<file path="config.mk">
export PLATFORM = sky130hd
export DESIGN_NAME = four_digit_segment_display_mux
export DESIGN_NICKNAME = d
export VERILOG_FILES = /design/src/rtl/fdsm_pkg.sv /design/src/rtl/fdsm_front.sv /design/src/rtl/fdsm_queue.sv /design/src/rtl/fdsm_back.sv /design/src/rtl/four_digit_segment_display_mux.sv
export SDC_FILE = /design/constraint.sdc
export NUM_CORES = 1
export LEC_CHECK = 0
export ABC_AREA = 1
export BUFFER_PORTS_ARGS = -buffer_cell sky130_fd_sc_hd__buf_2
export CAP_MARGIN = 20
export CELL_PAD_IN_SITES_DETAIL_PLACEMENT = 0
export CELL_PAD_IN_SITES_GLOBAL_PLACEMENT = 1
export CORE_MARGIN = 2
export CORE_UTILIZATION = 53
export CTS_BUF_LIST = sky130_fd_sc_hd__clkbuf_16
export CTS_CLUSTER_SIZE = 28
export DETAILED_ROUTE_END_ITERATION = 10
export PLACE_DENSITY = 0.95
export SLEW_MARGIN = 5
export SYNTH_ARGS = -nofsm -noshare
export SYNTH_HDL_FRONTEND = slang
export SYNTH_SLANG_ARGS = --single-unit
</file>
<file path="constraint.sdc">
create_clock -name clk -period 21.7 [get_ports clk]
set_clock_uncertainty 0.05 [all_clocks]
set_input_delay 2.17 -clock clk [delete_from_list [all_inputs] [get_ports clk]]
set_output_delay 2.17 -clock clk [all_outputs]
set_load 0.01 [all_outputs]
</file>
<file path="src/rtl/fdsm_pkg.sv">
package fdsm_pkg;

  // Opcodes of the input item
  localparam logic [1:0] OP_LOAD_INT  = 2'd0;
  localparam logic [1:0] OP_LOAD_TIME = 2'd1;
  localparam logic [1:0] OP_TICK      = 2'd2;

  // Configuration register indexes
  localparam logic REG_DWELL_TICKS     = 1'b0;
  localparam logic REG_DRIVER_POLARITY = 1'b1;

  // Digit codes
  localparam logic [3:0] CODE_BLANK = 4'd10;
  localparam logic [3:0] CODE_MINUS = 4'd11;
  localparam logic [3:0] CODE_E     = 4'd12;
  localparam logic [3:0] CODE_R     = 4'd13;

  // Value limits
  localparam logic signed [14:0] INT_MAX  = 15'sd9999;
  localparam logic signed [14:0] INT_MIN  = -15'sd999;
  localparam logic [6:0]         PAIR_MAX = 7'd99;

  // Defaults
  localparam int HOLD_WIDTH_DEFAULT  = 24;
  localparam int QUEUE_DEPTH_DEFAULT = 2;

  // What the back end does with an item
  typedef enum logic [1:0] {
    KIND_LOAD = 2'd0,
    KIND_TICK = 2'd1,
    KIND_NOP  = 2'd2
  } item_kind_t;

  // Classified item, without its hold time
  typedef struct packed {
    item_kind_t       kind;
    logic [3:0][3:0]  codes;
    logic             colon;
    logic             status;
  } front_item_t;

  // Segment pattern for a digit code
  function automatic logic [6:0] seg_lookup(input logic [3:0] code);
    logic [6:0] s;
    case (code)
      4'd0:    s = 7'h77;
      4'd1:    s = 7'h44;
      4'd2:    s = 7'h3E;
      4'd3:    s = 7'h6E;
      4'd4:    s = 7'h4D;
      4'd5:    s = 7'h6B;
      4'd6:    s = 7'h7B;
      4'd7:    s = 7'h46;
      4'd8:    s = 7'h7F;
      4'd9:    s = 7'h4F;
      4'd11:   s = 7'h08;
      4'd12:   s = 7'h3B;
      4'd13:   s = 7'h18;
      default: s = 7'h00;
    endcase
    return s;
  endfunction

  // Constant divisions by reciprocal, exact for values up to 9999
  function automatic logic [13:0] div10(input logic [13:0] v);
    logic [31:0] p;
    p = 32'(v) * 32'd52429;
    return 14'(p >> 19);
  endfunction

  function automatic logic [13:0] div100(input logic [13:0] v);
    logic [31:0] p;
    p = 32'(v) * 32'd5243;
    return 14'(p >> 19);
  endfunction

  function automatic logic [13:0] div1000(input logic [13:0] v);
    logic [31:0] p;
    p = 32'(v) * 32'd8389;
    return 14'(p >> 23);
  endfunction

  function automatic logic [13:0] times10(input logic [13:0] v);
    return (v << 3) + (v << 1);
  endfunction

endpackage

</file>
<file path="src/rtl/fdsm_front.sv">
module fdsm_front #(
  parameter int HOLD_WIDTH = fdsm_pkg::HOLD_WIDTH_DEFAULT
) (
  input  logic [1:0]               opcode,
  input  logic signed [14:0]       number,
  input  logic                     align_left,
  input  logic [6:0]               left_pair,
  input  logic [6:0]               right_pair,
  input  logic                     leading_zero,
  input  logic [23:0]              hold_ticks,
  output fdsm_pkg::front_item_t    item,
  output logic [HOLD_WIDTH-1:0]    hold
);

  logic                  neg;
  logic                  int_bad;
  logic [14:0]           mag15;
  logic [13:0]           mag;
  logic [13:0]           q10;
  logic [13:0]           q100;
  logic [13:0]           q1000;
  logic [3:0][3:0]       digs;
  logic [2:0]            nd;
  logic [3:0][3:0]       int_codes;
  logic                  time_bad;
  logic [13:0]           qa;
  logic [13:0]           qb;
  logic [13:0]           a_ext;
  logic [13:0]           b_ext;
  logic [3:0][3:0]       time_codes;
  logic [3:0][3:0]       err_codes;

  assign hold = HOLD_WIDTH'(hold_ticks);

  // Integer: magnitude and decimal digits
  assign neg     = number[14];
  assign int_bad = (number > fdsm_pkg::INT_MAX) || (number < fdsm_pkg::INT_MIN);
  assign mag15   = neg ? 15'(-number) : 15'(number);
  assign mag     = mag15[13:0];
  assign q10     = fdsm_pkg::div10(mag);
  assign q100    = fdsm_pkg::div100(mag);
  assign q1000   = fdsm_pkg::div1000(mag);

  always_comb begin
    logic [13:0] t3;
    logic [13:0] t2;
    logic [13:0] t1;
    t3 = mag - fdsm_pkg::times10(q10);
    t2 = q10 - fdsm_pkg::times10(q100);
    t1 = q100 - fdsm_pkg::times10(q1000);
    digs[0] = q1000[3:0];
    digs[1] = t1[3:0];
    digs[2] = t2[3:0];
    digs[3] = t3[3:0];
  end

  // Count of significant digits
  always_comb begin
    if (mag >= 14'd1000) begin
      nd = 3'd4;
    end else if (mag >= 14'd100) begin
      nd = 3'd3;
    end else if (mag >= 14'd10) begin
      nd = 3'd2;
    end else begin
      nd = 3'd1;
    end
  end

  // Place digits, right or left aligned, minus sign leftmost
  always_comb begin
    logic [2:0] ii;
    logic [2:0] off;
    logic [2:0] rel;
    logic [2:0] src;
    for (int i = 0; i < 4; i++) begin
      ii  = 3'(i);
      off = {2'b00, neg};
      rel = ii - off;
      src = rel + 3'd4 - nd;
      if (align_left) begin
        if (ii >= off && rel < nd) begin
          int_codes[i] = digs[src[1:0]];
        end else begin
          int_codes[i] = fdsm_pkg::CODE_BLANK;
        end
      end else begin
        if (ii >= 3'd4 - nd) begin
          int_codes[i] = digs[i];
        end else begin
          int_codes[i] = fdsm_pkg::CODE_BLANK;
        end
      end
    end
    if (neg) begin
      int_codes[0] = fdsm_pkg::CODE_MINUS;
    end
  end

  // Time pair digits
  assign time_bad = (left_pair > fdsm_pkg::PAIR_MAX) || (right_pair > fdsm_pkg::PAIR_MAX);
  assign a_ext    = {7'b0, left_pair};
  assign b_ext    = {7'b0, right_pair};
  assign qa       = fdsm_pkg::div10(a_ext);
  assign qb       = fdsm_pkg::div10(b_ext);

  always_comb begin
    logic [13:0] ra;
    logic [13:0] rb;
    ra = a_ext - fdsm_pkg::times10(qa);
    rb = b_ext - fdsm_pkg::times10(qb);
    if (left_pair > 7'd9) begin
      time_codes[0] = qa[3:0];
    end else begin
      time_codes[0] = leading_zero ? 4'd0 : fdsm_pkg::CODE_BLANK;
    end
    time_codes[1] = ra[3:0];
    time_codes[2] = qb[3:0];
    time_codes[3] = rb[3:0];
  end

  assign err_codes[0] = fdsm_pkg::CODE_E;
  assign err_codes[1] = fdsm_pkg::CODE_R;
  assign err_codes[2] = fdsm_pkg::CODE_R;
  assign err_codes[3] = fdsm_pkg::CODE_BLANK;

  // Classify the item
  always_comb begin
    item.kind   = fdsm_pkg::KIND_NOP;
    item.codes  = err_codes;
    item.colon  = 1'b0;
    item.status = 1'b0;
    case (opcode)
      fdsm_pkg::OP_LOAD_INT: begin
        item.kind   = fdsm_pkg::KIND_LOAD;
        item.status = int_bad;
        item.codes  = int_bad ? err_codes : int_codes;
      end
      fdsm_pkg::OP_LOAD_TIME: begin
        item.kind   = fdsm_pkg::KIND_LOAD;
        item.status = time_bad;
        item.codes  = time_bad ? err_codes : time_codes;
        item.colon  = !time_bad;
      end
      fdsm_pkg::OP_TICK: begin
        item.kind = fdsm_pkg::KIND_TICK;
      end
      default: begin
        item.kind = fdsm_pkg::KIND_NOP;
      end
    endcase
  end

endmodule

</file>
<file path="src/rtl/fdsm_queue.sv">
module fdsm_queue #(
  parameter int WIDTH = 8,
  parameter int DEPTH = fdsm_pkg::QUEUE_DEPTH_DEFAULT
) (
  input  logic             clk,
  input  logic             rst,
  input  logic             push,
  input  logic [WIDTH-1:0] push_data,
  input  logic             pop,
  output logic [WIDTH-1:0] pop_data,
  output logic             full,
  output logic             empty
);

  localparam int PTR_W = (DEPTH > 1) ? $clog2(DEPTH) : 1;
  localparam int CNT_W = $clog2(DEPTH + 1);

  logic [WIDTH-1:0] store [DEPTH];
  logic [PTR_W-1:0] wr_ptr;
  logic [PTR_W-1:0] rd_ptr;
  logic [CNT_W-1:0] count;

  assign full     = (count == CNT_W'(DEPTH));
  assign empty    = (count == '0);
  assign pop_data = store[rd_ptr];

  // Entry storage
  always_ff @(posedge clk) begin
    if (push) begin
      store[wr_ptr] <= push_data;
    end
  end

  // Pointers and fill count
  always_ff @(posedge clk) begin
    if (rst) begin
      wr_ptr <= '0;
      rd_ptr <= '0;
      count  <= '0;
    end else begin
      if (push) begin
        wr_ptr <= (wr_ptr == PTR_W'(DEPTH - 1)) ? '0 : wr_ptr + 1'b1;
      end
      if (pop) begin
        rd_ptr <= (rd_ptr == PTR_W'(DEPTH - 1)) ? '0 : rd_ptr + 1'b1;
      end
      if (push && !pop) begin
        count <= count + 1'b1;
      end else if (pop && !push) begin
        count <= count - 1'b1;
      end
    end
  end

  a_count_bound: assert property (@(posedge clk) disable iff (rst)
    count <= CNT_W'(DEPTH))
    else $error("queue count beyond depth");

  a_push_fills: assert property (@(posedge clk) disable iff (rst)
    (push && !pop) |=> (count == $past(count) + 1'b1))
    else $error("queue count not advanced on push");

endmodule

</file>
<file path="src/rtl/fdsm_back.sv">
module fdsm_back #(
  parameter int HOLD_WIDTH = fdsm_pkg::HOLD_WIDTH_DEFAULT
) (
  input  logic                   clk,
  input  logic                   rst,
  input  logic                   cfg_we,
  input  logic                   cfg_index,
  input  logic [15:0]            cfg_data,
  input  logic                   q_empty,
  input  fdsm_pkg::front_item_t  q_item,
  input  logic [HOLD_WIDTH-1:0]  q_hold,
  output logic                   q_pop,
  output logic                   out_valid,
  input  logic                   out_stall,
  output logic [6:0]             segments,
  output logic                   colon,
  output logic [3:0]             digit_enable,
  output logic                   status
);

  logic [15:0]            dwell_ticks;
  logic                   driver_polarity;
  logic [3:0][3:0]        digit_codes;
  logic [3:0][3:0]        digit_codes_next;
  logic                   colon_shown;
  logic                   colon_shown_next;
  logic [1:0]             scan_position;
  logic [1:0]             scan_position_next;
  logic [15:0]            dwell_count;
  logic [15:0]            dwell_count_next;
  logic [HOLD_WIDTH-1:0]  hold_remaining;
  logic [HOLD_WIDTH-1:0]  hold_remaining_next;
  logic [6:0]             seg_next;
  logic                   colon_next;
  logic [3:0]             en_next;
  logic                   status_next;

  assign q_pop = !q_empty && (!out_valid || !out_stall);

  // Configuration registers
  always_ff @(posedge clk) begin
    if (rst) begin
      dwell_ticks     <= 16'd1;
      driver_polarity <= 1'b1;
    end else if (cfg_we) begin
      case (cfg_index)
        fdsm_pkg::REG_DWELL_TICKS:     dwell_ticks     <= cfg_data;
        fdsm_pkg::REG_DRIVER_POLARITY: driver_polarity <= cfg_data[0];
        default: ;
      endcase
    end
  end

  // Display state update and result for the item at the queue head
  always_comb begin
    logic [15:0]           dc;
    logic [HOLD_WIDTH-1:0] show_hold;
    logic [3:0][3:0]       show_codes;
    logic                  show_colon;
    logic [1:0]            show_pos;
    logic [3:0]            en;
    digit_codes_next    = digit_codes;
    colon_shown_next    = colon_shown;
    scan_position_next  = scan_position;
    dwell_count_next    = dwell_count;
    hold_remaining_next = hold_remaining;
    show_hold           = hold_remaining;
    show_codes          = digit_codes;
    show_colon          = colon_shown;
    show_pos            = scan_position;
    status_next         = 1'b0;
    dc                  = dwell_count + 16'd1;
    case (q_item.kind)
      fdsm_pkg::KIND_LOAD: begin
        digit_codes_next    = q_item.codes;
        colon_shown_next    = q_item.colon;
        hold_remaining_next = q_hold;
        scan_position_next  = 2'd0;
        dwell_count_next    = 16'd0;
        show_hold           = q_hold;
        show_codes          = q_item.codes;
        show_colon          = q_item.colon;
        show_pos            = 2'd0;
        status_next         = q_item.status;
      end
      fdsm_pkg::KIND_TICK: begin
        if (hold_remaining != '0) begin
          hold_remaining_next = hold_remaining - 1'b1;
          dwell_count_next    = dc;
          if (dc >= dwell_ticks || dc == 16'd0) begin
            dwell_count_next   = 16'd0;
            scan_position_next = scan_position + 2'd1;
          end
          if (hold_remaining == HOLD_WIDTH'(1)) begin
            digit_codes_next = {4{fdsm_pkg::CODE_BLANK}};
            colon_shown_next = 1'b0;
          end
        end
      end
      default: ;
    endcase
    // Result at the configured polarity
    if (show_hold != '0) begin
      en         = 4'b0001 << show_pos;
      seg_next   = fdsm_pkg::seg_lookup(show_codes[show_pos]);
      colon_next = show_colon;
    end else begin
      en         = 4'b0000;
      seg_next   = 7'd0;
      colon_next = 1'b0;
    end
    en_next = driver_polarity ? en : ~en;
  end

  // Display state
  always_ff @(posedge clk) begin
    if (rst) begin
      digit_codes    <= {4{fdsm_pkg::CODE_BLANK}};
      colon_shown    <= 1'b0;
      scan_position  <= 2'd0;
      dwell_count    <= 16'd0;
      hold_remaining <= '0;
    end else if (q_pop) begin
      digit_codes    <= digit_codes_next;
      colon_shown    <= colon_shown_next;
      scan_position  <= scan_position_next;
      dwell_count    <= dwell_count_next;
      hold_remaining <= hold_remaining_next;
    end
  end

  // Output register
  always_ff @(posedge clk) begin
    if (rst) begin
      out_valid <= 1'b0;
    end else if (q_pop) begin
      out_valid <= 1'b1;
    end else if (!out_stall) begin
      out_valid <= 1'b0;
    end
  end

  always_ff @(posedge clk) begin
    if (q_pop) begin
      segments     <= seg_next;
      colon        <= colon_next;
      digit_enable <= en_next;
      status       <= status_next;
    end
  end

  a_enable_onehot: assert property (@(posedge clk) disable iff (rst)
    (out_valid && driver_polarity) |-> $onehot0(digit_enable))
    else $error("more than one digit enabled");

  a_lit_has_digit: assert property (@(posedge clk) disable iff (rst)
    (out_valid && segments != 7'd0) |->
      (digit_enable != (driver_polarity ? 4'b0000 : 4'b1111)))
    else $error("segments lit with no digit enabled");

  a_load_restarts_scan: assert property (@(posedge clk) disable iff (rst)
    (q_pop && q_item.kind == fdsm_pkg::KIND_LOAD) |=>
      (scan_position == 2'd0 && dwell_count == 16'd0))
    else $error("load did not restart the scan");

endmodule

</file>
<file path="src/rtl/four_digit_segment_display_mux.sv">
// An accepted item goes into the queue; the back end pops it and registers its result.
// Throughput: one item per cycle unless out_stall holds the output; an item is classified in
// the cycle it is accepted; the back end updates display state and registers a result on pop.
// Under output stall the queue keeps taking items until it is full, then in_stall rises.
// Reset (rst, synchronous): digits blank, colon off, scan and counters zero, queue empty,
// dwell_ticks 1, driver_polarity 1 (enables active high).
module four_digit_segment_display_mux #(
  parameter int HOLD_WIDTH  = fdsm_pkg::HOLD_WIDTH_DEFAULT,
  parameter int QUEUE_DEPTH = fdsm_pkg::QUEUE_DEPTH_DEFAULT
) (
  input  logic               clk,
  input  logic               rst,
  input  logic               in_valid,
  output logic               in_stall,
  input  logic [1:0]         opcode,
  input  logic signed [14:0] number,
  input  logic               align_left,
  input  logic [6:0]         left_pair,
  input  logic [6:0]         right_pair,
  input  logic               leading_zero,
  input  logic [23:0]        hold_ticks,
  output logic               out_valid,
  input  logic               out_stall,
  output logic [6:0]         segments,
  output logic               colon,
  output logic [3:0]         digit_enable,
  output logic               status,
  input  logic               cfg_valid,
  output logic               cfg_ready,
  input  logic               cfg_index,
  input  logic [15:0]        cfg_data
);

  localparam int ENTRY_W = $bits(fdsm_pkg::front_item_t) + HOLD_WIDTH;

  fdsm_pkg::front_item_t  f_item;
  logic [HOLD_WIDTH-1:0]  f_hold;
  fdsm_pkg::front_item_t  q_item;
  logic [HOLD_WIDTH-1:0]  q_hold;
  logic [ENTRY_W-1:0]     q_out;
  logic                   q_full;
  logic                   q_empty;
  logic                   q_pop;
  logic                   push;

  assign cfg_ready = 1'b1;
  assign in_stall  = q_full;
  assign push      = in_valid && !q_full;

  fdsm_front #(
    .HOLD_WIDTH (HOLD_WIDTH)
  ) u_front (
    .opcode       (opcode),
    .number       (number),
    .align_left   (align_left),
    .left_pair    (left_pair),
    .right_pair   (right_pair),
    .leading_zero (leading_zero),
    .hold_ticks   (hold_ticks),
    .item         (f_item),
    .hold         (f_hold)
  );

  fdsm_queue #(
    .WIDTH (ENTRY_W),
    .DEPTH (QUEUE_DEPTH)
  ) u_queue (
    .clk       (clk),
    .rst       (rst),
    .push      (push),
    .push_data ({f_item, f_hold}),
    .pop       (q_pop),
    .pop_data  (q_out),
    .full      (q_full),
    .empty     (q_empty)
  );

  assign q_item = fdsm_pkg::front_item_t'(q_out[ENTRY_W-1:HOLD_WIDTH]);
  assign q_hold = q_out[HOLD_WIDTH-1:0];

  fdsm_back #(
    .HOLD_WIDTH (HOLD_WIDTH)
  ) u_back (
    .clk          (clk),
    .rst          (rst),
    .cfg_we       (cfg_valid && cfg_ready),
    .cfg_index    (cfg_index),
    .cfg_data     (cfg_data),
    .q_empty      (q_empty),
    .q_item       (q_item),
    .q_hold       (q_hold),
    .q_pop        (q_pop),
    .out_valid    (out_valid),
    .out_stall    (out_stall),
    .segments     (segments),
    .colon        (colon),
    .digit_enable (digit_enable),
    .status       (status)
  );

endmodule

</file>
* Word-level counts from Yosys, hierarchy flattened
Memories as Yosys holds them, arrays and structs flattened. A register that Yosys moved wholly into a read port is not among the register bits.
Cells that the tools add are included.
** Cells by class
- Add/subtract/negate cells :: 31
- Multiply operators :: 5
- Order comparisons :: 23
- Equal/unequal tests :: 9
- Shifts and indexed selects :: 1
- Muxes and demuxes :: 65
- Bitwise logic cells :: 2
- Reductions and logical operators :: 31
** Operators with widths (number)
- $mux W16 :: 7
- $pmux W16 S2 :: 3
- $mux W4 :: 22
- $mux W24 :: 2
- $pmux W24 S2 :: 1
- $reduce_bool A24 Y1 :: 2
- $mul A7 B16 Y23 const B :: 2
- $bmux W4 S2 :: 5
- $mul A14 B14 Y27 const B :: 1
- $eq A24 B1 Y1 const B :: 1
- $sub A24 B1 Y24 const B :: 1
- $mul A14 B13 Y23 const B :: 1
- $mul A14 B16 Y23 const B :: 1
- $add A4 B4 Y4 :: 5
- $sub A4 B4 Y4 :: 5
- $add A16 B1 Y16 const B :: 1
- $ge A16 B16 Y1 :: 1
- $logic_not A16 Y1 :: 1
- $gt A15 B15 Y1 const B :: 1
- $lt A15 B11 Y1 const B :: 1
- $lt A2 B3 Y1 const B :: 5
- $ge A14 B10 Y1 const B :: 1
- $ge A14 B4 Y1 const B :: 1
- $ge A14 B7 Y1 const B :: 1
- other kinds (35) :: 95
** Word-level totals
- Flip-flop bits (word level) :: 87
- Bits in writable memories :: 88
- Bits in read-only memories :: 112
- Input bits :: 79
- Output and inout port bits :: 16
- Logic and storage cells :: 186
- Memories kept :: 2
** Memories
- (no name shown) :: depth 16, width 7, read ports 1, clocked after memory_dff 1, write ports 0, RTL line fdsm_pkg.sv:45 : case (code)
- u_queue.store :: depth 2, width 44, read ports 1, clocked after memory_dff 1, write ports 1, RTL line fdsm_queue.sv:18 : logic [WIDTH-1:0] store [DEPTH];

* Longest topological paths before layout
Gate-level depths: netlist (run 1).
- Depth after elaboration :: 14
- Gate-level depth with buffers :: 42
- Gate-level depth less buffers :: 42

* Modules after synthesis
From an unflattened synthesis (run 1), not the netlist that was laid out.
** Second synthesis, totals
- Cell total of the unflattened synthesis :: 2858
- Area total of the unflattened synthesis :: 22990.8 um^2
** By module, submodules not included
- fdsm_front :: times used 1, cells each 1859, area an instance 13725.7 um^2, seq. area each 0.0 um^2
- fdsm_back :: times used 1, cells each 825, area an instance 5637.9 um^2, seq. area each 1931.9 um^2
- fdsm_queue :: times used 1, cells each 170, area an instance 3606.0 um^2, seq. area each 2742.6 um^2
- four_digit_segment_display_mux :: times used 1, cells each 4, area an instance 21.3 um^2, seq. area each 0.0 um^2

* Worst setup path after synthesis (run 1)
No wires, ideal clock.
- Path kind :: input -> register
- From :: input number[0]
- To :: memory u_queue.store[0][28] (netlist bit) (data pin)
- Library setup time :: 0.258 ns
- Arrival :: 8.679 ns
- Slack :: 12.714 ns
- Stages on the path :: 33
- Buffers on the path :: 0
- Path through :: inv_1 ha_1 nand3_2 o21ai_2 xor2_2 inv_2 nor2_4 or2_2 inv_1 fa_1 fa_1 inv_1 fa_1 inv_1 fa_1 inv_1 fa_1 inv_1 ha_1 a21oi_1 o21ai_0 a21oi_1 nand3_1 nand2_1 nand2_1 ha_1 xor2_1 inv_1 o21ai_0 nand2_1 nand4_1 a21oi_1 o21a_1
** RTL lines
- start, declared :: RTL line four_digit_segment_display_mux.sv:16 : input logic signed [14:0] number,
- end, declared :: RTL line fdsm_queue.sv:18

==> results of run 1 <==
==> placed cells by master, fill, tap and decap left out, types with 23 or more instances in the layout <==
cell | netlist | layout
nand4_1 | 37 | 37
dfxtp_1 | 82 | 81
fa_1 | 146 | 146
buf_2 | 5 | 93
edfxtp_1 | 101 | 101
a21oi_1 | 176 | 176
inv_2 | 23 | 23
inv_1 | 507 | 508
nor3_1 | 26 | 26
nand3_1 | 110 | 110
xor2_1 | 51 | 51
nand2_1 | 470 | 470
ha_1 | 393 | 393
nor2_1 | 145 | 143
o21ai_0 | 123 | 123
==> worst paths after layout <==
path                                        from                             endpoint  slack, ns  cells after the start
max                                    number[0]       u_queue.store[0][28]$_DFFE_PP_      11.63                     33
min          u_back.digit_codes[12]$_SDFFE_PP0P_  u_back.digit_codes[12]$_SDFFE_PP0P_       0.41                      2
max reg2reg   u_back.dwell_count[0]$_SDFFE_PP0P_   u_back.dwell_count[0]$_SDFFE_PP0P_      17.82                     20
min reg2reg  u_back.digit_codes[12]$_SDFFE_PP0P_  u_back.digit_codes[12]$_SDFFE_PP0P_       0.41                      2
==> per-layer routing <==
metal,GRT usage,vias up,part of all wire
li1,-,8820,-
met3,0.0311,88,0.059
met2,0.468,504,0.47
met1,0.361,8385,0.44
met4,0.0839,0,0.025
met5,0,-,0
==> worst max-delay path, delay by kind of cell <==
family                   cells  cell delay [ns]
adder cells (fa/ha/maj)      8             3.43
buffers and inverters        9             1.43
AO/OA/AOI/OAI                7             1.27
AND/OR/NAND/NOR              7             1.08
XOR/XNOR                     2             0.80
==> layout make-up <==
cell class / count / area, µm²
Fill cell: 3630 / 16700
Clock inverter: 15 / 193
Sequential cell: 183 / 4680
Multi-Input combinational cell: 1889 / 14700
Inverter: 535 / 2020
Clock buffer: 17 / 425
Antenna cell: 3 / 7.51
Tap cell: 525 / 657
Timing Repair Buffer: 109 / 586
==> per-stage QoR <==
step	hold slack, ns	area, µm²
detailed placement	0.401	22600
global placement	0.381	22600
floorplan	0.375	21600
finish	0.408	23300
CTS	0.412	23200
global route	0.436	23300
==> registers in the layout (all words and copies together) (netlist names), named ones only <==
signal / flops
u_queue.store: 88
u_back.hold_remaining: 24
u_back.digit_codes: 16
u_back.dwell_count: 16
u_back.dwell_ticks: 16
u_back.segments: 7
u_back.digit_enable: 4
u_back.scan_position: 2
u_queue.count: 2
u_back.colon: 1
u_back.colon_shown: 1
u_back.driver_polarity: 1
u_back.out_valid: 1
u_back.status: 1
u_queue.rd_ptr: 1
u_queue.wr_ptr: 1
==> kinds of logic after synthesis <==
family	count (synthesis)	synth area share
AO/OA/AOI/OAI	412	0.108
XOR/XNOR	68	0.0286
adder cells (fa/ha/maj)	539	0.363
buffers and inverters	588	0.104
flip-flops	183	0.216
multiplexers	12	0.00556
other	1	0.000173
AND/OR/NAND/NOR	857	0.174
==> results.toml, run 1 <==
[yosys]
synth_most_common_cell = "inv_1"
ys_async_sr_fraction = 0
seq_area_frac_synth = 0.216
syn_avg_cell_area_um2 = 8.13
synth_nets = 3278
synth_cells = 2660
synth.area.top_cells = "ha_1 (23%), edfxtp_1 (14%), fa_1 (14%)"
yosys-top-cells-count = "inv_1 (507), nand2_1 (470), ha_1 (393)"
yosys.area.top_type = "ha_1"
synth_enable_flop_cells = 101
synth-main-ff-cell = "edfxtp_1"
ys.warnings.count = 0
synth_cell_types = 70
synth_area_um2 = 21600
synth_seq_cells = 183
synth_top_area_frac = 0.227

[route]
drc = 0
ant_nets = 0
totalWireLength_um = 56700
drt_iter0_markers = 1371
wl_per_cell_um = 17.3
vias = 17800
dr.pass1.iters = 5
via_per_inst = 5.43

[sta]
setup_slack_ns = 11.63
max_slew_margin = 0.313
hold_violations = 0
tns_ns = 0
finalCriticalPeriod_ns = 10.07
worstMarginPinSlew_ns = 1.03
slew_viol_final = 0
min_period_over_period = 0.464
fmax_mhz = 99.3
rsz0062_at_grt = "false"
setup_viol = 0

[clock_tree]
post_cts_buffers = 0
clockBufferDepth = 2
cts_max_level = 4
cts_resized = 0
cts_hold_buf = 0
clk_pin_slew_ns = 0.07
root_buffer = "clkbuf_16"
numCtsBuffers = 17
cts_tree = "yes"
clock_latency_ns = 0.43
cts_num_sinks = 183

[setup_path]
slowest_stage = "xor2_2"
critPathLaunchType = "input pin"
max_stage_delay_ns = 0.59
crit_path_end_kind = "flop"
arrival_ns = 10.20
cpMostUsedCell = "inv_1"
path_class = "input pin to flop"
worst-path-max-fanout = 14
worst_ep_required_time_ns = 21.83

[global_route]
grt_pass1_wl_um = 91200
antenna_found_initial = 1
track_usage = 0.273
gr-total-overflow = 0
grt_pass1_vias = 17800
grt_max_degree = 50

[min_path]
hold_class = "flop to flop"

[cells_and_area]
drive_gt1_frac = 0.0815
final_cells = 3276
final_nets = 3353
area_growth_pct = 7.61
post-route-util = 0.581

[floorplanning]
die_w_um = 206
core_um2 = 40000
die_h_um = 206
start_util = 0.540
ios = 95
dieArea_um2 = 42400
row_count = 73

[placement]
place_ws_ns = 11.26
io_buffers = 93
dpl.cell_count = 3240
routabilityCongestion = 0.971
dp_hpwl_um = 46100

[run_status]
status = "finished clean"

[flow_run]
max-cap-violations = 0
Power of run 1 is not shown: default switching activity piles up to over one toggle a cycle in this logic, so the estimate is an artifact.
==> run 2: changes to the inputs <==
Settings changed: CORE_UTILIZATION 53 to 44, PLACE_DENSITY 0.95 to 0.86.
Clock period 21.7 ns to 8.3 ns, I/O delays scaled along.
==> run 2 against run 1 <==
Against the previous run: non-clock buffer count rose by 16; register-to-register slack got worse by 13 ns; via count about the same; sequential share of layout area shrank 0.16 points; sequential cell count unchanged; highest routed layer is now met5.
==> results.toml, run 2 (synthesis results as in run 1) <==
[clock_tree]
cts_resized = 0
cts_num_sinks = 183
clock_latency_ns = 0.44
root_buffer = "clkbuf_16"
cts_hold_buf = 0
post_cts_buffers = 0
clockBufferDepth = 2
clk_pin_slew_ns = 0.06
numCtsBuffers = 17
cts_tree = "yes"
cts_max_level = 4

[placement]
place_ws_ns = 0.186
dp_hpwl_um = 46800
routabilityCongestion = 0.921
io_buffers = 93

[run_status]
status = "finished clean"

[sta]
whs_ns = 0.403
slew_viol_final = 0
hold_violations = 0
min_period_over_period = 0.934
setup_viol = 0
rsz0062_at_grt = "false"
finalCriticalPeriod_ns = 7.75
tns_ns = 0
worstMarginPinSlew_ns = 0.877
max_slew_margin = 0.413
setup_slack_ns = 0.548
fmax_mhz = 129

[floorplanning]
start_util = 0.443
core_um2 = 48700
die_h_um = 226
row_count = 81
die_w_um = 226
ios = 95
dieArea_um2 = 50900

[route]
top_layer_used = "met5"
dr.pass1.iters = 5
drc = 0
ant_nets = 0
wl_met3_um = 2130
totalWireLength_um = 56000
m1WireLength_um = 24600
wl_met2_um = 27800
vias = 17800
wl_per_cell_um = 16.3
drt_iter0_markers = 1141
via_per_inst = 5.19

[global_route]
grt_max_degree = 50
grt_pass1_wl_um = 90300
grt_pass1_vias = 17800
track_usage = 0.224
gr-total-overflow = 0
antenna_found_initial = 3

[cells_and_area]
final_cell_mix = "inv_1 (512), nand2_1 (470), ha_1 (393), a21oi_1 (176), fa_1 (146)"
area_growth_pct = 8.49
fillerInstances = 4721
largest_reg_flops = 88
post-route-util = 0.481
reg.largest.list = "u_queue.store x88, u_back.hold_remaining x24"
mostFrequentLayoutCell = "inv_1"
drive_gt1_frac = 0.0850
final_nets = 3369
top_register = "u_queue.store"

[min_path]
holdPathEnd = "u_back.digit_codes[12]$_SDFFE_PP0P_"
worstHoldPathCells = 2
min_from = "u_back.digit_codes[12]$_SDFFE_PP0P_"
hold_class = "flop to flop"

[setup_path]
worst_ep_required_time_ns = 8.43
max_stage_delay_ns = 0.55
r2r-end = "u_back.dwell_count[5]$_SDFFE_PP0P_"
cp_top_family = "adder cells"
rr_startpoint = "u_back.dwell_count[0]$_SDFFE_PP0P_"
path_buf_inv = 9
path_class = "input pin to flop"
cpMostUsedCell = "inv_1"
slowest_stage = "fa_1"
critPathLaunchType = "input pin"
r2r_slack_ns = 4.38
crit_path_end_kind = "flop"
arrival_ns = 7.89
r2r_cells = 20
cp.depth = 35
worst-path-max-fanout = 6

[flow_run]
max-cap-violations = 0
-- run 2: changes by cell type in the layout (fill, tap and decap cells not counted), sizes merged --
cell | previous run | this run
clkinvlp | 1 | 2
clkbuf | 18 | 19
clkinv | 5 | 7
bufinv | 3 | 0
buf | 108 | 124
inv | 541 | 540
diode | 3 | 1
-- run 2: layer usage --
| layer | vias up | GRT usage |
|---|---|---|
| met5 | - | 0 |
| met4 | 2 | 0.0703 |
| met3 | 88 | 0.0255 |
| met2 | 359 | 0.402 |
| met1 | 8500 | 0.279 |
| li1 | 8852 | - |
-- run 2: layout make-up --
class / count / area, µm² / area share
multi-input combinational: 1889 / 14700 / 0.627
sequential: 183 / 4680 / 0.199
inverter: 535 / 2020 / 0.0859
tap: 664 / 831 / 0.0354
timing repair buffer: 125 / 703 / 0.0300
clock buffer: 18 / 450 / 0.0192
clock inverter: 14 / 71.3 / 0.00304
antenna: 1 / 2.50 / 0.000107
-- run 2: worst max-delay path by stage --
stage,end,slack (ns),start
after detailed placement,u_queue.store[1][28]$_DFFE_PP_,0.19,number[0]
final,u_queue.store[1][28]$_DFFE_PP_,0.55,number[0]
after global placement,u_queue.store[0][28]$_DFFE_PP_,0.35,number[0]
after global routing,u_queue.store[1][41]$_DFFE_PP_,0.04,number[0]
after floorplan,u_queue.store[0][28]$_DFFE_PP_,0.65,number[0]
after CTS,u_queue.store[1][28]$_DFFE_PP_,0.62,number[0]
-- run 2: worst reg2reg max path: cells and delay by family, from the launching register on --
kind	cells	cell delay, ns
AOI/OAI and AO/OA	5	1.12
and+or+nand+nor	9	1.28
DFF	1	0.40
buffers and inverters	3	0.33
adders and majority gates	2	0.49
xor gates and xnor gates	1	0.20
-- run 2: stage by stage --
stage | cell area, µm² | cells
after floorplan | 21600 | 2660
after global placement | 22900 | 3395
after detailed placement | 22900 | 3395
after CTS | 23400 | 3427
after global routing | 23500 | 3429
final | 23500 | 3429
Power of run 2 is left out for the same reason.
==> run 3: changes to the inputs <==
Settings changed: CORE_UTILIZATION 44 to 49, PLACE_DENSITY 0.86 to 0.9.
Clock period 8.3 ns to 7.35 ns, I/O delays scaled along.
==> run 3 against run 2 <==
Against the previous run: global-route usage is 3.1 points higher; critical path depth is 2 lower; utilization is 8.9 points higher; routed wire length is 2.9% higher; design area is 5.1% higher; sequential cell count stayed put; register-to-register slack worse by 0.90 ns; worst hold slack better by 0.012 ns; critical path type unchanged.
==> results.toml, run 3 (synthesis results as in run 1) <==
[min_path]
min_from = "u_back.digit_codes[3]$_SDFFE_PP1P_"
worstHoldPathCells = 1
holdPathEnd = "u_back.digit_codes[3]$_SDFFE_PP1P_"
hold_class = "flop to flop"

[sta]
slew_viol_final = 0
worstMarginPinSlew_ns = 0.942
tns_ns = 0
fmax_mhz = 143
setup_viol = 0
max_slew_margin = 0.366
min_period_over_period = 0.953
whs_ns = 0.415
hold_violations = 0
finalCriticalPeriod_ns = 7.01

[setup_path]
critPathLaunchType = "input pin"
slowest_stage = "fa_1"
path_class = "input pin to flop"
r2r-end = "u_back.dwell_count[1]$_SDFFE_PP0P_"
r2r_cells = 20
r2r_slack_ns = 3.48
cp_top_family = "adder cells"
arrival_ns = 7.12
worst-path-max-fanout = 6
max_stage_delay_ns = 0.56
rr_startpoint = "u_back.dwell_count[0]$_SDFFE_PP0P_"
crit_path_end_kind = "flop"
path_buf_inv = 8
worst_ep_required_time_ns = 7.47

[floorplanning]
dieArea_um2 = 45800
core_um2 = 43300
ios = 95
row_count = 76
die_h_um = 214
die_w_um = 214
start_util = 0.500

[route]
wl_per_cell_um = 16.5
totalWireLength_um = 57600
ant_nets = 0
drt_iter0_markers = 1147
dr.pass1.iters = 5
via_per_inst = 5.28
vias = 18400
drc = 0

[global_route]
grt_pass1_wl_um = 94200
gr-total-overflow = 0
track_usage = 0.254
antenna_found_initial = 2
grt_pass1_vias = 18600
grt_max_degree = 50

[clock_tree]
cts_num_sinks = 183
cts_max_level = 4
root_buffer = "clkbuf_16"
cts_tree = "yes"
numCtsBuffers = 17
clock_latency_ns = 0.42
clk_pin_slew_ns = 0.07
cts_hold_buf = 0
clockBufferDepth = 2

[placement]
routabilityCongestion = 1.02
io_buffers = 93
dp_hpwl_um = 47800
dpl.cell_count = 3447

[cells_and_area]
final_nets = 3511
final_cell_mix = "inv_1 (508), nand2_1 (467), ha_1 (390), buf_4 (170), a21oi_1 (168)"
final_cells = 3494
mostFrequentLayoutCell = "inv_1"
drive_gt1_frac = 0.141
area_growth_pct = 14.0
reg.largest.list = "u_queue.store x88, u_back.hold_remaining x24"
top_register = "u_queue.store"
largest_reg_flops = 88

[flow_run]
max-cap-violations = 0

[run_status]
status = "finished clean"
## run 3: changes by cell type in the layout (fill, tap and decap cells not counted), moves of 4 or more
cell,delta
o21ai_0,-5
a21oi_2,+8
xor2_1,-4
buf_4,+139
a21oi_1,-8
inv_1,-4
## run 3: stage by stage
| step | util | worst slack (ns) | cell area [µm²] |
|---|---|---|---|
| 2_1_floorplan | - | 0.0548 | 21600 |
| 3_3_place_gp | 0.551 | -0.176 | 23800 |
| 3_5_place_dp | 0.551 | -0.296 | 23800 |
| 4_1_cts | 0.564 | 0.139 | 24400 |
| 5_1_grt | 0.570 | -0.0969 | 24600 |
| 6_report | 0.570 | 0.344 | 24600 |
## run 3: worst register-to-register path: stages (launching register included)
cell	delay, ns
dfxtp_1	0.39
ha_1	0.19
nand2_1	0.07
inv_2	0.07
nand2_1	0.09
nor3_2	0.18
nand3_1	0.17
nor3_2	0.23
nand3_1	0.15
xor2_1	0.19
inv_1	0.08
ha_1	0.27
nand4_1	0.13
a21oi_1	0.06
a2111oi_0	0.39
o31ai_1	0.14
a31oi_1	0.29
nand3_2	0.20
inv_2	0.21
nand3_1	0.10
a21oi_1	0.16
## run 3: final cells by class
cell class              count  area (µm²)
clock buffers              17         425
diodes                      3        7.51
multi-input cells        1889       14900
well taps                 585         732
repair buffers            267        1780
flip-flops and latches    183        4680
inverters                 535        2020
clock inverters            15         150
fillers                  3952       18600
## run 3: worst max-delay path by stage
stage,start,depth (start not counted),slack [ns],to
CTS,number[0],38,0.14,u_queue.store[1][37]$_DFFE_PP_
global route,number[0],39,-0.1,u_queue.store[0][37]$_DFFE_PP_
finish,number[0],33,0.34,u_queue.store[1][28]$_DFFE_PP_
global placement,number[0],37,-0.18,u_queue.store[0][29]$_DFFE_PP_
floorplan,number[0],34,0.05,u_queue.store[0][28]$_DFFE_PP_
detailed placement,number[0],38,-0.30,u_queue.store[1][37]$_DFFE_PP_
## run 3: metal layers
| layer | global-route usage | wire length (µm) |
|---|---|---|
| met5 | 0 | 0 |
| met1 | 0.339 | 26000 |
| met4 | 0.0674 | 1390 |
| met3 | 0.0235 | 2930 |
| met2 | 0.442 | 27300 |
## run 3: timing repair
action,CTS,global route
resized for setup,0,36
buffers inserted,0,11
setup endpoints to repair,0,24
Power of run 3 is left out for the same reason.
